### src/hw/rtl/assert_macros.svh
// Assertion macros shared by the RTL files of the frame parser.
// Each macro expects signals named clk and arst_n in the including module.
`ifndef ASSERT_MACROS_SVH
`define ASSERT_MACROS_SVH

// Checks a property at every rising clock edge outside of reset.
`define ASSERT_CLK(label, prop, msg) \
	label: assert property (@(posedge clk) disable iff (!arst_n) (prop)) else $error(msg);

// Checks that an antecedent implies a consequent in the following cycle.
`define ASSERT_NEXT(label, ante, cons, msg) \
	label: assert property (@(posedge clk) disable iff (!arst_n) (ante) |=> (cons)) \
		else $error(msg);

`endif

### src/hw/rtl/shfp_pkg.sv
// Package of the sync header frame parser: header constants, parse phases
// and the result record passed between the parser, the skid stage and the top.
// No dependencies.
package shfp_pkg;

	localparam logic [7:0] SYNC_FIRST  = 8'hAA;
	localparam logic [7:0] SYNC_SECOND = 8'h55;

	typedef enum logic [2:0] {
		PH_WAIT_FIRST  = 3'd0,
		PH_WAIT_SECOND = 3'd1,
		PH_FOUND       = 3'd2,
		PH_X_LOW       = 3'd3,
		PH_X_HIGH      = 3'd4,
		PH_Y_LOW       = 3'd5,
		PH_Y_HIGH      = 3'd6,
		PH_CHECK       = 3'd7
	} phase_t;

	typedef struct packed {
		logic        frame_status;
		logic [7:0]  found_flag_byte;
		logic [15:0] x_position;
		logic [15:0] y_position;
		logic [7:0]  received_check;
		logic [31:0] bad_frame_total;
	} result_t;

endpackage

### src/hw/rtl/shfp_parser.sv
// Header hunting state machine, payload capture, checksum compare and
// error count of the frame parser. Depends on shfp_pkg.
module shfp_parser (
	input  logic              clk,
	input  logic              arst_n,
	input  logic              byte_valid,
	input  logic [7:0]        rx_byte,
	output logic              res_valid,
	output shfp_pkg::result_t res
);
	import shfp_pkg::*;

	phase_t      phase_q;
	phase_t      phase_next;
	logic [7:0]  found_q;
	logic [7:0]  x_low_q;
	logic [7:0]  x_high_q;
	logic [7:0]  y_low_q;
	logic [7:0]  y_high_q;
	logic [31:0] tally_q;
	logic [7:0]  sum;
	logic        bad;

	always_comb begin
		phase_next = phase_q;
		case (phase_q)
			PH_WAIT_FIRST: begin
				if (rx_byte == SYNC_FIRST) begin
					phase_next = PH_WAIT_SECOND;
				end
			end
			PH_WAIT_SECOND: begin
				if (rx_byte == SYNC_SECOND) begin
					phase_next = PH_FOUND;
				end else if (rx_byte == SYNC_FIRST) begin
					phase_next = PH_WAIT_SECOND;
				end else begin
					phase_next = PH_WAIT_FIRST;
				end
			end
			PH_FOUND:  phase_next = PH_X_LOW;
			PH_X_LOW:  phase_next = PH_X_HIGH;
			PH_X_HIGH: phase_next = PH_Y_LOW;
			PH_Y_LOW:  phase_next = PH_Y_HIGH;
			PH_Y_HIGH: phase_next = PH_CHECK;
			PH_CHECK:  phase_next = PH_WAIT_FIRST;
			default:   phase_next = PH_WAIT_FIRST;
		endcase
	end

	always_comb begin
		sum = found_q + x_low_q + x_high_q + y_low_q + y_high_q;
		bad = (sum != rx_byte);
		res_valid = byte_valid && (phase_q == PH_CHECK);
		res.frame_status    = bad;
		res.found_flag_byte = found_q;
		res.x_position      = {x_high_q, x_low_q};
		res.y_position      = {y_high_q, y_low_q};
		res.received_check  = rx_byte;
		res.bad_frame_total = tally_q + 32'(bad);
	end

	always_ff @(posedge clk or negedge arst_n) begin
		if (!arst_n) begin
			phase_q  <= PH_WAIT_FIRST;
			found_q  <= '0;
			x_low_q  <= '0;
			x_high_q <= '0;
			y_low_q  <= '0;
			y_high_q <= '0;
			tally_q  <= '0;
		end else if (byte_valid) begin
			phase_q <= phase_next;
			case (phase_q)
				PH_FOUND:  found_q  <= rx_byte;
				PH_X_LOW:  x_low_q  <= rx_byte;
				PH_X_HIGH: x_high_q <= rx_byte;
				PH_Y_LOW:  y_low_q  <= rx_byte;
				PH_Y_HIGH: y_high_q <= rx_byte;
				PH_CHECK:  tally_q  <= res.bad_frame_total;
				default: begin
				end
			endcase
		end
	end

endmodule

### src/hw/rtl/shfp_skid.sv
// Output register with a one-entry skid buffer for frame results, so the
// input side keeps flowing while a result waits. Depends on shfp_pkg.
module shfp_skid (
	input  logic              clk,
	input  logic              arst_n,
	input  logic              in_valid,
	input  shfp_pkg::result_t in_res,
	output logic              in_ready,
	output logic              out_valid,
	input  logic              out_ready,
	output shfp_pkg::result_t out_res
);
	import shfp_pkg::*;

	logic    out_valid_q;
	result_t out_q;
	logic    skid_valid_q;
	result_t skid_q;

	assign in_ready  = !skid_valid_q;
	assign out_valid = out_valid_q;
	assign out_res   = out_q;

	always_ff @(posedge clk or negedge arst_n) begin
		if (!arst_n) begin
			out_valid_q  <= 1'b0;
			skid_valid_q <= 1'b0;
		end else if (out_ready || !out_valid_q) begin
			if (skid_valid_q) begin
				out_valid_q  <= 1'b1;
				skid_valid_q <= 1'b0;
			end else begin
				out_valid_q <= in_valid;
			end
		end else if (in_valid) begin
			skid_valid_q <= 1'b1;
		end
	end

	always_ff @(posedge clk) begin
		if (out_ready || !out_valid_q) begin
			if (skid_valid_q) begin
				out_q <= skid_q;
			end else if (in_valid) begin
				out_q <= in_res;
			end
		end else if (in_valid) begin
			skid_q <= in_res;
		end
	end

endmodule

### src/hw/rtl/sync_header_frame_parser.sv
// The parser takes one received byte per cycle while not stalled and hunts for the header AA 55,
// then collects the found byte, X and Y (low byte first) and a checksum byte, and emits one
// result per frame whether the 8-bit sum check passes or fails; on failure the running error
// count is raised. A byte is taken in the cycle it is offered unless the input is stalled. The
// result of a closing byte is registered in the output register, or while the output is stalled
// in the one-entry skid buffer behind it, so the input stalls only while both are full.
// Depends on shfp_pkg, shfp_parser, shfp_skid and assert_macros.svh.
`include "assert_macros.svh"

module sync_header_frame_parser (
	input  logic        clk,
	input  logic        arst_n,
	input  logic        s_tvalid,
	output logic        s_tready,
	input  logic [7:0]  s_tdata,  // rx_byte[7:0]
	output logic        m_tvalid,
	input  logic        m_tready,
	output logic [79:0] m_tdata,  // found_flag_byte, x_position, y_position,
	                              // received_check, bad_frame_total
	output logic        m_tuser   // frame_status
);
	import shfp_pkg::*;

	logic    byte_fire;
	logic    res_valid;
	result_t res;
	result_t out_res;

	assign byte_fire = s_tvalid && s_tready;

	shfp_parser u_parser (
		.clk        (clk),
		.arst_n     (arst_n),
		.byte_valid (byte_fire),
		.rx_byte    (s_tdata),
		.res_valid  (res_valid),
		.res        (res)
	);

	shfp_skid u_skid (
		.clk       (clk),
		.arst_n    (arst_n),
		.in_valid  (res_valid),
		.in_res    (res),
		.in_ready  (s_tready),
		.out_valid (m_tvalid),
		.out_ready (m_tready),
		.out_res   (out_res)
	);

	assign m_tdata = {out_res.bad_frame_total, out_res.received_check, out_res.y_position,
		out_res.x_position, out_res.found_flag_byte};
	assign m_tuser = out_res.frame_status;

	`ASSERT_CLK(a_stall_needs_output, !s_tready |-> m_tvalid, "input stalled with no result held")
	`ASSERT_NEXT(a_skid_drains, m_tvalid && m_tready && !s_tready, s_tready, "skid did not drain")

endmodule

### config.mk
export PLATFORM = sky130hd
export DESIGN_NAME = sync_header_frame_parser
export DESIGN_NICKNAME = d
export VERILOG_FILES = /design/src/hw/rtl/shfp_pkg.sv /design/src/hw/rtl/shfp_parser.sv /design/src/hw/rtl/shfp_skid.sv /design/src/hw/rtl/sync_header_frame_parser.sv
export VERILOG_INCLUDE_DIRS = /design/src /design/src/hw/rtl
export SDC_FILE = /design/constraint.sdc
export NUM_CORES = 1
export LEC_CHECK = 0
export BUFFER_PORTS_ARGS = -buffer_cell sky130_fd_sc_hd__buf_4
export CAP_MARGIN = 20
export CORE_UTILIZATION = 30
export CTS_BUF_LIST = sky130_fd_sc_hd__clkbuf_8 sky130_fd_sc_hd__clkbuf_16
export CTS_CLUSTER_DIAMETER = 30
export DETAILED_ROUTE_END_ITERATION = 7
export PLACE_DENSITY = 0.51
export SLEW_MARGIN = 20
export SYNTH_ARGS = -nofsm -noshare
export SYNTH_HDL_FRONTEND = slang
export SYNTH_SLANG_ARGS = --single-unit
### constraint.sdc
create_clock -name clk -period 14.4 [get_ports clk]
set_clock_uncertainty 0.1 [all_clocks]
set_input_delay 0.72 -clock clk [delete_from_list [all_inputs] [get_ports clk]]
set_output_delay 0.72 -clock clk [all_outputs]
set_load 0.05 [all_outputs]
==> impl_metrics.tcl, run 1 <==
set metrics [dict create \
    met2_length_um 10300 \
    cpMaxStageDelayCell "fa_1" \
    wl_per_cell_um 16.5 \
    hpwl_um 13600 \
    synth_cell_types 49 \
    grt.overflow.total 0 \
    critPathBufInv 1 \
    syn_inst 674 \
    synth_area_leaders "edfxtp_1, dfrtp_1, mux2_2" \
    clock_latency_ns 0.56 \
    maxSlewViolCount 0 \
    cts_setup_buffers 0 \
    wl_met1_um 9980 \
    holdBufCountCts 0 \
    synth_edf_count 162 \
    ff_latch_area_um2 6790 \
    min_period_ns 5.40 \
    critPathTopFamily "adder cells" \
    cap_violations 0 \
    setup_viol 0 \
    n_fill_cell 3207 \
    grt_setup_unrepaired "no" \
    critPathLaunch "u_parser.y_low_q[1]$_DFFE_PN0P_" \
    synthArstFlopShare_pct 32.2 \
    syn_nets 716 \
    antenna_left 0 \
    portBuffers 94 \
    max_clock_freq_ghz 0.185 \
    place_worst_setup_slack_ns 8.95 \
    grt_pass1_vias 6134 \
    cts_tree "built" \
    syn_to_final_growth_pct 33.0 \
    clkTransAtPathRegs_ns 0.04 \
    critical_path_required_ns 14.60 \
    crit_fanout 8 \
    synth_top_area_share_pct 46.5 \
    die_h_um 189 \
    fin_cells 1316 \
    yosys-top-cells-count "edfxtp_1, mux2_2, dfrtp_1, xnor2_1, nand2_1" \
    path_cells "fa_1, fa_1, fa_1, ha_1, inv_1, fa_1, nand2b_1, a21oi_1, a31oi_1, xnor2_1, nand3_1, ha_1, ha_1, nand3_2, nor3_4, nand4_1, xnor2_1, mux2_2" \
    clock-sinks 239 \
    crit_path_max_incr_delay_ns 0.59 \
    p_leak_nw 5.71 \
    avgSynthCellArea_um2 15.5 \
    core_area_um2 34500 \
    synth_top_cell_by_area "edfxtp_1" \
    crit_top_cell "fa_1" \
    placed_cells 1202 \
    cts_made_buffers 60 \
    max_slew_margin_pct 35.3 \
    grt_usage_pct 12.6 \
    timing.final.ws_setup_ns 9.00 \
    die_width_um 189 \
    criticalPathCategory "reg2reg" \
    ys_seq_area_share_pct 64.9 \
    wl_um 21800 \
    critPathLaunchType "register" \
    cts_max_level 2 \
    place_area_um2 11700 \
    nets 851 \
    synth_ff_type "edfxtp_1" \
    synth.most_common_cell "edfxtp_1" \
    hold_viol_final 0 \
    dr.first_iter.drc_count 233 \
    seqPwrFrac_pct 33.4 \
    clockRootBuffer "clkbuf_16" \
    top_layer "met4" \
    switching_share_pct 19.2 \
    p_switching_uw 423 \
    synth_area_um2 10500 \
    final.setup.tns_ns 0 \
    clk_path_buf_depth 3 \
    stdcell_area_um2 13900 \
    powerDensity_nw_per_um2 158 \
    clkPwrFrac_pct 65.3 \
    grt_pass1_wl_um 35000 \
    ir_drop_uv 86.7 \
    antenna_found_initial 2 \
    cp.arrival_ns 5.60 \
    end_kind "register" \
    drt_first_pass_iters 4 \
    yosysWarningCount 0 \
    grt_start_max_net_pins 58 \
    die_area_um2 35600 \
    worst_pin_slew_ns 0.969 \
    internal_power_mw 1.78 \
    multi_input_area_um2 3520 \
    pin_count 95 \
    cts_resized 0 \
    post-route-util_pct 40.4 \
    routed_via_density 4.37 \
    rows 68 \
    drc 0 \
    fin_crit_sh_pct 37.5 \
    place_congestion 0.726 \
    outcome "complete, no violations" \
    initial_utilization_pct 30.4 \
    power_frac_comb_pct 1.2 \
    num_vias 5757 \
    worstReg2RegStart "u_parser.y_low_q[1]$_DFFE_PN0P_" \
    hp-class "in2async" \
    wl_met3_um 1050 \
    drive_gt1_share_pct 39.8 \
    synth-seq-cells 239 \
]
[layout make-up]
| cell class | instances | area share (%) |
|---|---|---|
| diodes | 2 | 0.0360 |
| clock buffers | 69 | 11.8 |
| clock inverters | 43 | 4.15 |
| inverters | 17 | 0.459 |
| multi-input cells | 391 | 25.3 |
| flip-flops and latches | 239 | 48.8 |
| well taps | 455 | 4.09 |
| repair buffers | 100 | 5.40 |
[flip-flops by register name (all words and copies together), names as in the netlist]
signal / flops
u_parser.found_q: 8
u_parser.phase_q: 3
u_parser.tally_q: 32
u_parser.x_high_q: 8
u_parser.x_low_q: 8
u_parser.y_high_q: 8
u_parser.y_low_q: 8
u_skid.out_res: 81
u_skid.out_valid: 1
u_skid.skid_q: 81
u_skid.skid_valid_q: 1
[metal layers]
metal  GRT usage [%]  vias up
met3            3.32       43
met4            4.84        0
met1            16.4     2850
met5               0        -
met2            20.0      123
li1                -     2741
[cells in the final DEF (no fill, tap or decap), types with 3 or more instances in the layout]
| cell type | n |
|---|---|
| edfxtp_1 | 162 |
| mux2_2 | 115 |
| buf_4 | 100 |
| dfrtp_1 | 76 |
| clkbuf_16 | 61 |
| xnor2_1 | 52 |
| nand2_1 | 41 |
| nor2_1 | 29 |
| xor2_1 | 26 |
| inv_1 | 20 |
| fa_1 | 20 |
| nand4_1 | 14 |
| bufinv_16 | 13 |
| nand3_1 | 11 |
| clkinv_2 | 11 |
| ha_1 | 10 |
| clkbuf_8 | 8 |
| clkinvlp_4 | 8 |
| o21ai_0 | 7 |
| nor3_1 | 7 |
| and3_1 | 5 |
| nand3_2 | 5 |
| nand2b_1 | 4 |
| a21oi_1 | 4 |
| and2_1 | 4 |
| clkinv_1 | 4 |
| nand4_2 | 3 |
| nor4_4 | 3 |
[worst reg2reg max path, stage by stage (launching register included)]
cell and delay (ns):
dfrtp_1 0.41, fa_1 0.59, fa_1 0.45, fa_1 0.54, ha_1 0.17, inv_1 0.06, fa_1 0.38, nand2b_1 0.16
a21oi_1 0.20, a31oi_1 0.14, xnor2_1 0.16, nand3_1 0.11, ha_1 0.24, ha_1 0.24, nand3_2 0.18, nor3_4 0.39
nand4_1 0.17, xnor2_1 0.19, mux2_2 0.28
[per-stage QoR]
step                      power (mW)  hold slack (ns)
after global routing            2.27           0.0706
after detailed placement       0.776            0.349
final                           2.20           0.0522
after floorplan                0.763            0.324
after global placement         0.776            0.334
after CTS                       2.23           0.0544
[path summary, 6_finish.rpt]
check                      cells after the start                                to  slack (ns)
max                                           18      u_skid.out_res[24]$_DFFE_PP_        9.00
min                                            1  u_parser.tally_q[17]$_DFFE_PN0P_        0.05
max reg2reg                                   18      u_skid.out_res[24]$_DFFE_PP_        9.00
min reg2reg                                    0       u_skid.skid_q[46]$_DFFE_PP_        0.36
max in group asynchronous                      2  u_parser.x_high_q[2]$_DFFE_PN0P_       13.19
min in group clk                               1       u_skid.skid_q[39]$_DFFE_PP_        0.34
[power by group through the flow]
stage	sequential (mW)	combinational, mW	clock [mW]
5_1_grt	0.736	0.0315	1.51
3_3_place_gp	0.748	0.0285	0
2_1_floorplan	0.747	0.0163	0
3_5_place_dp	0.748	0.0283	0
6_report	0.737	0.0275	1.44
4_1_cts	0.736	0.0287	1.47
[cells by family (layout without fill, tap and decap cells)]
| logic type | Yosys count | in the layout | synth area share, % |
|---|---|---|---|
| compound gates | 18 | 18 | 1.02 |
| xor+xnor | 79 | 79 | 6.75 |
| fa+ha+maj | 30 | 30 | 5.02 |
| buf+inv | 44 | 229 | 1.69 |
| flops | 239 | 239 | 64.9 |
| mux | 115 | 115 | 12.4 |
| other cells | 0 | 2 | 0 |
| simple gates | 149 | 149 | 8.23 |
No activity file was read; power rests on OpenSTA's default activity.
==> inputs of run 2 (changes only) <==
- ABC_AREA: unset -> 1
- PLACE_DENSITY: 0.51 -> 0.53
- clock period: 14.4 -> 4.8 ns (I/O delays scaled with it)
==> run 2 against run 1 <==
Effect of this change: sequential cell count stayed put; largest power group is now combinational logic; highest routed layer unchanged; wire length is 19% higher; worst hold slack better by 0.0020 ns; largest cell class unchanged.
==> impl_metrics.tcl, run 2 <==
set metrics [dict create \
    placed_cells 1557 \
    clockRootBuffer "clkbuf_16" \
    power_mw 10.3 \
    ys_seq_area_share_pct 64.0 \
    path_cells "fa_1, fa_1, fa_1, ha_2, inv_2, fa_2, nand2_1, nand2_1, nand3_2, nor2_2, nand3_2, nor3_4, nand2_2, ha_4, ha_4, nand3_4, inv_2, nand2_4, nor2_4, nand2_4, nor2_4, xor2_2, nand2_1, nand2_1" \
    synth_edf_count 162 \
    critPathBufInv 2 \
    synth_top_cell_by_area "edfxtp_1" \
    setup_viol 0 \
    yosys-top-cells-count "nand2_1, edfxtp_1, inv_1, o21ai_0, dfrtp_1" \
    dr.first_iter.drc_count 448 \
    ir_drop_uv 433 \
    wl_um 26000 \
    final_common_cell "nand2_1" \
    pin_count 95 \
    clock_latency_ns 0.54 \
    grt_pass1_wl_um 41500 \
    antenna_found_initial 0 \
    synth.most_common_cell "nand2_1" \
    cpMaxStageDelayCell "fa_1" \
    avgSynthCellArea_um2 10.7 \
    diodes 0 \
    criticalPathCategory "reg2reg" \
    powerDensity_nw_per_um2 721 \
    max_clock_freq_ghz 0.210 \
    grt_setup_unrepaired "yes" \
    grt_usage_pct 14.8 \
    synth_ff_type "edfxtp_1" \
    cts_made_buffers 48 \
    synth_top_area_share_pct 45.8 \
    fin_cells 1671 \
    critPathLaunchType "register" \
    syn_to_final_growth_pct 34.3 \
    clk_path_buf_depth 3 \
    synth_cell_types 34 \
    min_period_ns 4.77 \
    crit_fanout 4 \
    yosysWarningCount 0 \
    outcome "complete, no violations" \
    grt.overflow.total 0 \
    routed_via_density 4.43 \
    syn_inst 993 \
    p_leak_nw 6.16 \
    critical_path_required_ns 4.98 \
    crit_top_cell "nand2_1" \
    place_congestion 0.854 \
    synth_area_leaders "edfxtp_1, dfrtp_1, nand2_1" \
    worst_pin_slew_ns 0.904 \
    num_vias 7401 \
    cap_violations 0 \
    layout_common_cells "nand2_1, edfxtp_1, buf_4, inv_1, o21ai_0" \
    hold_viol_final 0 \
    critPathTopFamily "adder cells" \
    hpwl_um 16900 \
    clock-sinks 239 \
    hp-class "in2reg" \
    maxSlewViolCount 0 \
    syn_nets 1035 \
    die_width_um 190 \
    synth_area_um2 10600 \
    rows 68 \
    antenna_left 0 \
    drc 0 \
    clkTransAtPathRegs_ns 0.05 \
    cp.arrival_ns 4.95 \
    wl_per_cell_um 15.6 \
    synth-seq-cells 239 \
    nets 1218 \
    grt_start_max_net_pins 82 \
    cts_max_level 2 \
    fin_crit_sh_pct 99.4 \
    die_area_um2 36100 \
    initial_utilization_pct 30.6 \
    die_h_um 190 \
    cts_tree "built" \
    grt_pass1_vias 7439 \
    finalHoldWorstSlack_ns 0.0542 \
    crit_path_max_incr_delay_ns 0.56 \
    synthArstFlopShare_pct 32.2 \
    end_kind "register" \
    core_area_um2 34700 \
    portBuffers 94 \
    max_slew_margin_pct 39.4 \
    drt_first_pass_iters 5 \
    drive_gt1_share_pct 25.8 \
]
run 2: final cells by class:
cell class                 count  area [µm²]
timing repair buffer         164        1300
fill                        3361       20500
tap                          455         569
clock buffer                  51        1250
inverter                      89         334
clock inverter                39         299
sequential                   239        6800
multi-input combinational    634        3700
run 2: cell families after synthesis:
family,share of synthesized area (%)
buf+inv,4.33
compound gates,4.31
flops,64.0
fa+ha+maj,4.95
xor+xnor,3.01
simple gates,19.4
run 2: stage by stage:
stage                     TNS (ns)  util [%]  area, µm²  setup slack, ns
after floorplan                  0         -      10600            0.179
after global placement      -0.857      35.0      12100           -0.121
after detailed placement     -2.04      35.0      12100           -0.165
after CTS                  -0.0164      40.1      13900          -0.0150
after global routing         -5.86      41.1      14300           -0.219
final                            0      41.1      14300           0.0276
run 2: power by group:
| part | internal, mW | total (mW) | switching, mW | leakage, nW |
|---|---|---|---|---|
| logic | 1.79 | 4.29 | 2.50 | 2.91 |
| clock network | 2.05 | 3.13 | 1.08 | 0.782 |
| registers | 2.58 | 2.85 | 0.269 | 2.47 |
| total | 6.41 | 10.3 | 3.86 | 6.16 |
run 2: what timing repair did:
| item | CTS | global route |
|---|---|---|
| gates resized for setup | 21 | 50 |
| pin swaps | 17 | 17 |
| endpoints found under the setup margin | 45 | 80 |
| setup buffers | 2 | 12 |
| hold buffers | 10 | 0 |
| hold endpoints to repair | 49 | 0 |
run 2: worst paths after layout:
check	from	endpoint	slack, ns	cells past startpoint
min in group asynchronous	arst_n	u_parser.y_high_q[6]$_DFFE_PN0P_	0.06	2
max reg2reg	u_parser.y_high_q[1]$_DFFE_PN0P_	u_skid.out_res[18]$_DFFE_PP_	0.03	24
min	s_tvalid	u_parser.phase_q[2]$_DFFE_PN0P_	0.05	4
max	u_parser.y_high_q[1]$_DFFE_PN0P_	u_skid.out_res[18]$_DFFE_PP_	0.03	24
max in group asynchronous	arst_n	u_skid.skid_valid_q$_DFFE_PN0P_	3.43	3
min reg2reg	u_parser.y_high_q[6]$_DFFE_PN0P_	u_skid.skid_q[54]$_DFFE_PP_	0.35	0
run 2: layer usage:
layer / GRT usage (%) / part of all wire, % / vias to the layer above
met5: 0 / 0 / -
met4: 5.12 / 2.1 / 0
met3: 2.71 / 4.8 / 37
met2: 20.6 / 42 / 181
met1: 22.6 / 51 / 3555
li1: - / - / 3628
run 2: worst min-delay path: cells and delay by family:
kind	cells	cell delay [ns]
simple gates	2	0.21
buf+inv	1	0.11
compound gates	1	0.10
==> inputs of run 3 (changes only) <==
- PLACE_DENSITY: 0.53 -> 0.51
- clock period: 4.8 -> 5.5 ns (I/O delays scaled with it)
==> run 3 against run 2 <==
Effect of this change: sequential share of layout area rose by 3.1 points; largest power group unchanged; power fell by 21%; non-clock buffer count is 53 lower; utilization decreased by 2.5 points; critical path type unchanged; count of clock-buffer cells in the layout is 3 lower; worst hold slack got worse by 0.0012 ns; final cell count shrank 3.7%; maximum frequency shrank 4.7%; clock power shrank 18%; register-to-register slack gained 0.46 ns; global-route usage fell by 0.21 points; via count is 3.1% lower.
==> impl_metrics.tcl, run 3 (synthesis gave the netlist of run 2 again) <==
set metrics [dict create \
    hp-class "in2reg" \
    clkTransAtPathRegs_ns 0.05 \
    p_switching_mw 3.07 \
    min_period_ns 5.01 \
    max_clock_freq_ghz 0.200 \
    maxSlewViolCount 0 \
    grt_usage_pct 14.6 \
    crit_fanout 4 \
    antenna_found_initial 0 \
    setup_viol 0 \
    clockRootBuffer "clkbuf_16" \
    dr.first_iter.drc_count 471 \
    layout_common_cells "nand2_1, edfxtp_1, buf_4, inv_1, o21ai_0" \
    seqPwrFrac_pct 30.6 \
    cap_violations 0 \
    initial_utilization_pct 30.6 \
    drive_gt1_share_pct 17.7 \
    grt_setup_unrepaired "no" \
    p_leak_nw 5.74 \
    power_frac_comb_pct 37.9 \
    end_kind "register" \
    clock_latency_ns 0.52 \
    cp.arrival_ns 5.17 \
    cts_tree "built" \
    grt_start_max_net_pins 62 \
    nets 1162 \
    fin_crit_sh_pct 91.1 \
    outcome "complete, no violations" \
    cpMaxStageDelayCell "fa_1" \
    cts_setup_buffers 0 \
    antenna_left 0 \
    placed_cells 1519 \
    criticalPathCategory "reg2reg" \
    holdBufCountCts 9 \
    final.setup.tns_ns 0 \
    diodes 0 \
    crit_top_cell "nand2_1" \
    powerDensity_nw_per_um2 610 \
    critPathLaunchType "register" \
    ir_drop_uv 444 \
    syn_to_final_growth_pct 25.9 \
    die_width_um 190 \
    max_slew_margin_pct 40.8 \
    wl_per_cell_um 15.8 \
    drc 0 \
    post-route-util_pct 38.5 \
    final_common_cell "nand2_1" \
    place_area_um2 11800 \
    finalHoldWorstSlack_ns 0.0529 \
    hpwl_um 17100 \
    routed_via_density 4.45 \
    portBuffers 94 \
    rr_worst_depth 25 \
    stdcell_area_um2 13400 \
    drt_first_pass_iters 5 \
    switching_share_pct 37.7 \
    worstHoldPathCells 4 \
    power_mw 8.15 \
    clock-sinks 239 \
    num_vias 7168 \
    worstReg2RegStart "u_parser.y_low_q[1]$_DFFE_PN0P_" \
    r2r_slack_ns 0.49 \
    cts_resized 0 \
    place_worst_setup_slack_ns 0.455 \
    internal_power_mw 5.08 \
    timing.final.ws_setup_ns 0.490 \
    grt_pass1_vias 7245 \
    die_h_um 190 \
    worst_pin_slew_ns 0.883 \
    pin_count 95 \
    critPathTopFamily "adder cells" \
    clkPwrFrac_pct 31.5 \
    wl_um 25400 \
    clk_path_buf_depth 3 \
    hold_viol_final 0 \
    grt_pass1_wl_um 41100 \
    die_area_um2 36100 \
    holdCritStartpoint "m_tready" \
    place_congestion 0.881 \
    cts_made_buffers 45 \
    cts_max_level 2 \
    critical_path_required_ns 5.66 \
    crit_path_max_incr_delay_ns 0.57 \
    rows 68 \
    core_area_um2 34700 \
    fin_cells 1609 \
    grt.overflow.total 0 \
    critPathBufInv 3 \
    hold_path_end "u_skid.skid_valid_q$_DFFE_PN0P_" \
    rr_endpoint "u_skid.out_res[28]$_DFFE_PP_" \
]
[run 3: final cells by class]
cell class	instances	area, µm²
sequential	239	6800
clock inverter	33	265
clock buffer	48	1170
inverter	89	334
tap	455	569
multi-input combinational	634	3380
fill	3440	21300
timing repair buffer	111	856
[run 3: worst reg2reg max path, cell delays in order (launching register included)]
cell,delay [ns]
dfrtp_1,0.42
fa_1,0.57
fa_1,0.44
fa_1,0.52
ha_1,0.19
inv_1,0.06
fa_1,0.38
inv_1,0.10
nand3_1,0.09
nand2_1,0.08
nand2_1,0.06
nand2_1,0.05
nand2_1,0.05
nand3_1,0.07
nor3_1,0.05
nand2_1,0.09
ha_1,0.20
ha_1,0.21
nand3_2,0.12
inv_2,0.09
nand2_4,0.07
nor3_2,0.22
nand4_1,0.17
xor2_1,0.21
nand2_1,0.07
nand2_1,0.05
[run 3: worst max path at each step]
stage	start	to	slack (ns)	cells past startpoint
after floorplan	u_skid.skid_valid_q$_DFFE_PN0P_	u_skid.out_res[0]$_DFFE_PP_	0.33	8
after global placement	u_parser.y_low_q[1]$_DFFE_PN0P_	u_skid.out_res[28]$_DFFE_PP_	0.59	25
after detailed placement	u_parser.y_low_q[1]$_DFFE_PN0P_	u_skid.out_res[16]$_DFFE_PP_	0.45	24
after CTS	u_parser.y_low_q[1]$_DFFE_PN0P_	u_skid.out_res[28]$_DFFE_PP_	0.46	25
after global routing	u_parser.y_low_q[1]$_DFFE_PN0P_	u_skid.out_res[28]$_DFFE_PP_	0.005	25
final	u_parser.y_low_q[1]$_DFFE_PN0P_	u_skid.out_res[28]$_DFFE_PP_	0.49	25
[run 3: layer usage]
metal	vias up	routed length [µm]	track usage [%]	part of all wire [%]
met2	153	10500	20.4	41
met5	-	0	0	0
met1	3442	13000	22.1	51
met3	42	1380	3.12	5.4
li1	3531	-	-	-
met4	0	539	4.62	2.1
[run 3: power groups by stage]
| stage | Combinational, mW | Sequential, mW | Clock [mW] |
|---|---|---|---|
| floorplan | 2.29 | 2.55 | 0 |
| global placement | 3.04 | 2.51 | 0 |
| detailed placement | 3.09 | 2.52 | 0 |
| CTS | 3.11 | 2.49 | 2.63 |
| global route | 3.67 | 2.53 | 2.70 |
| finish | 3.09 | 2.49 | 2.57 |
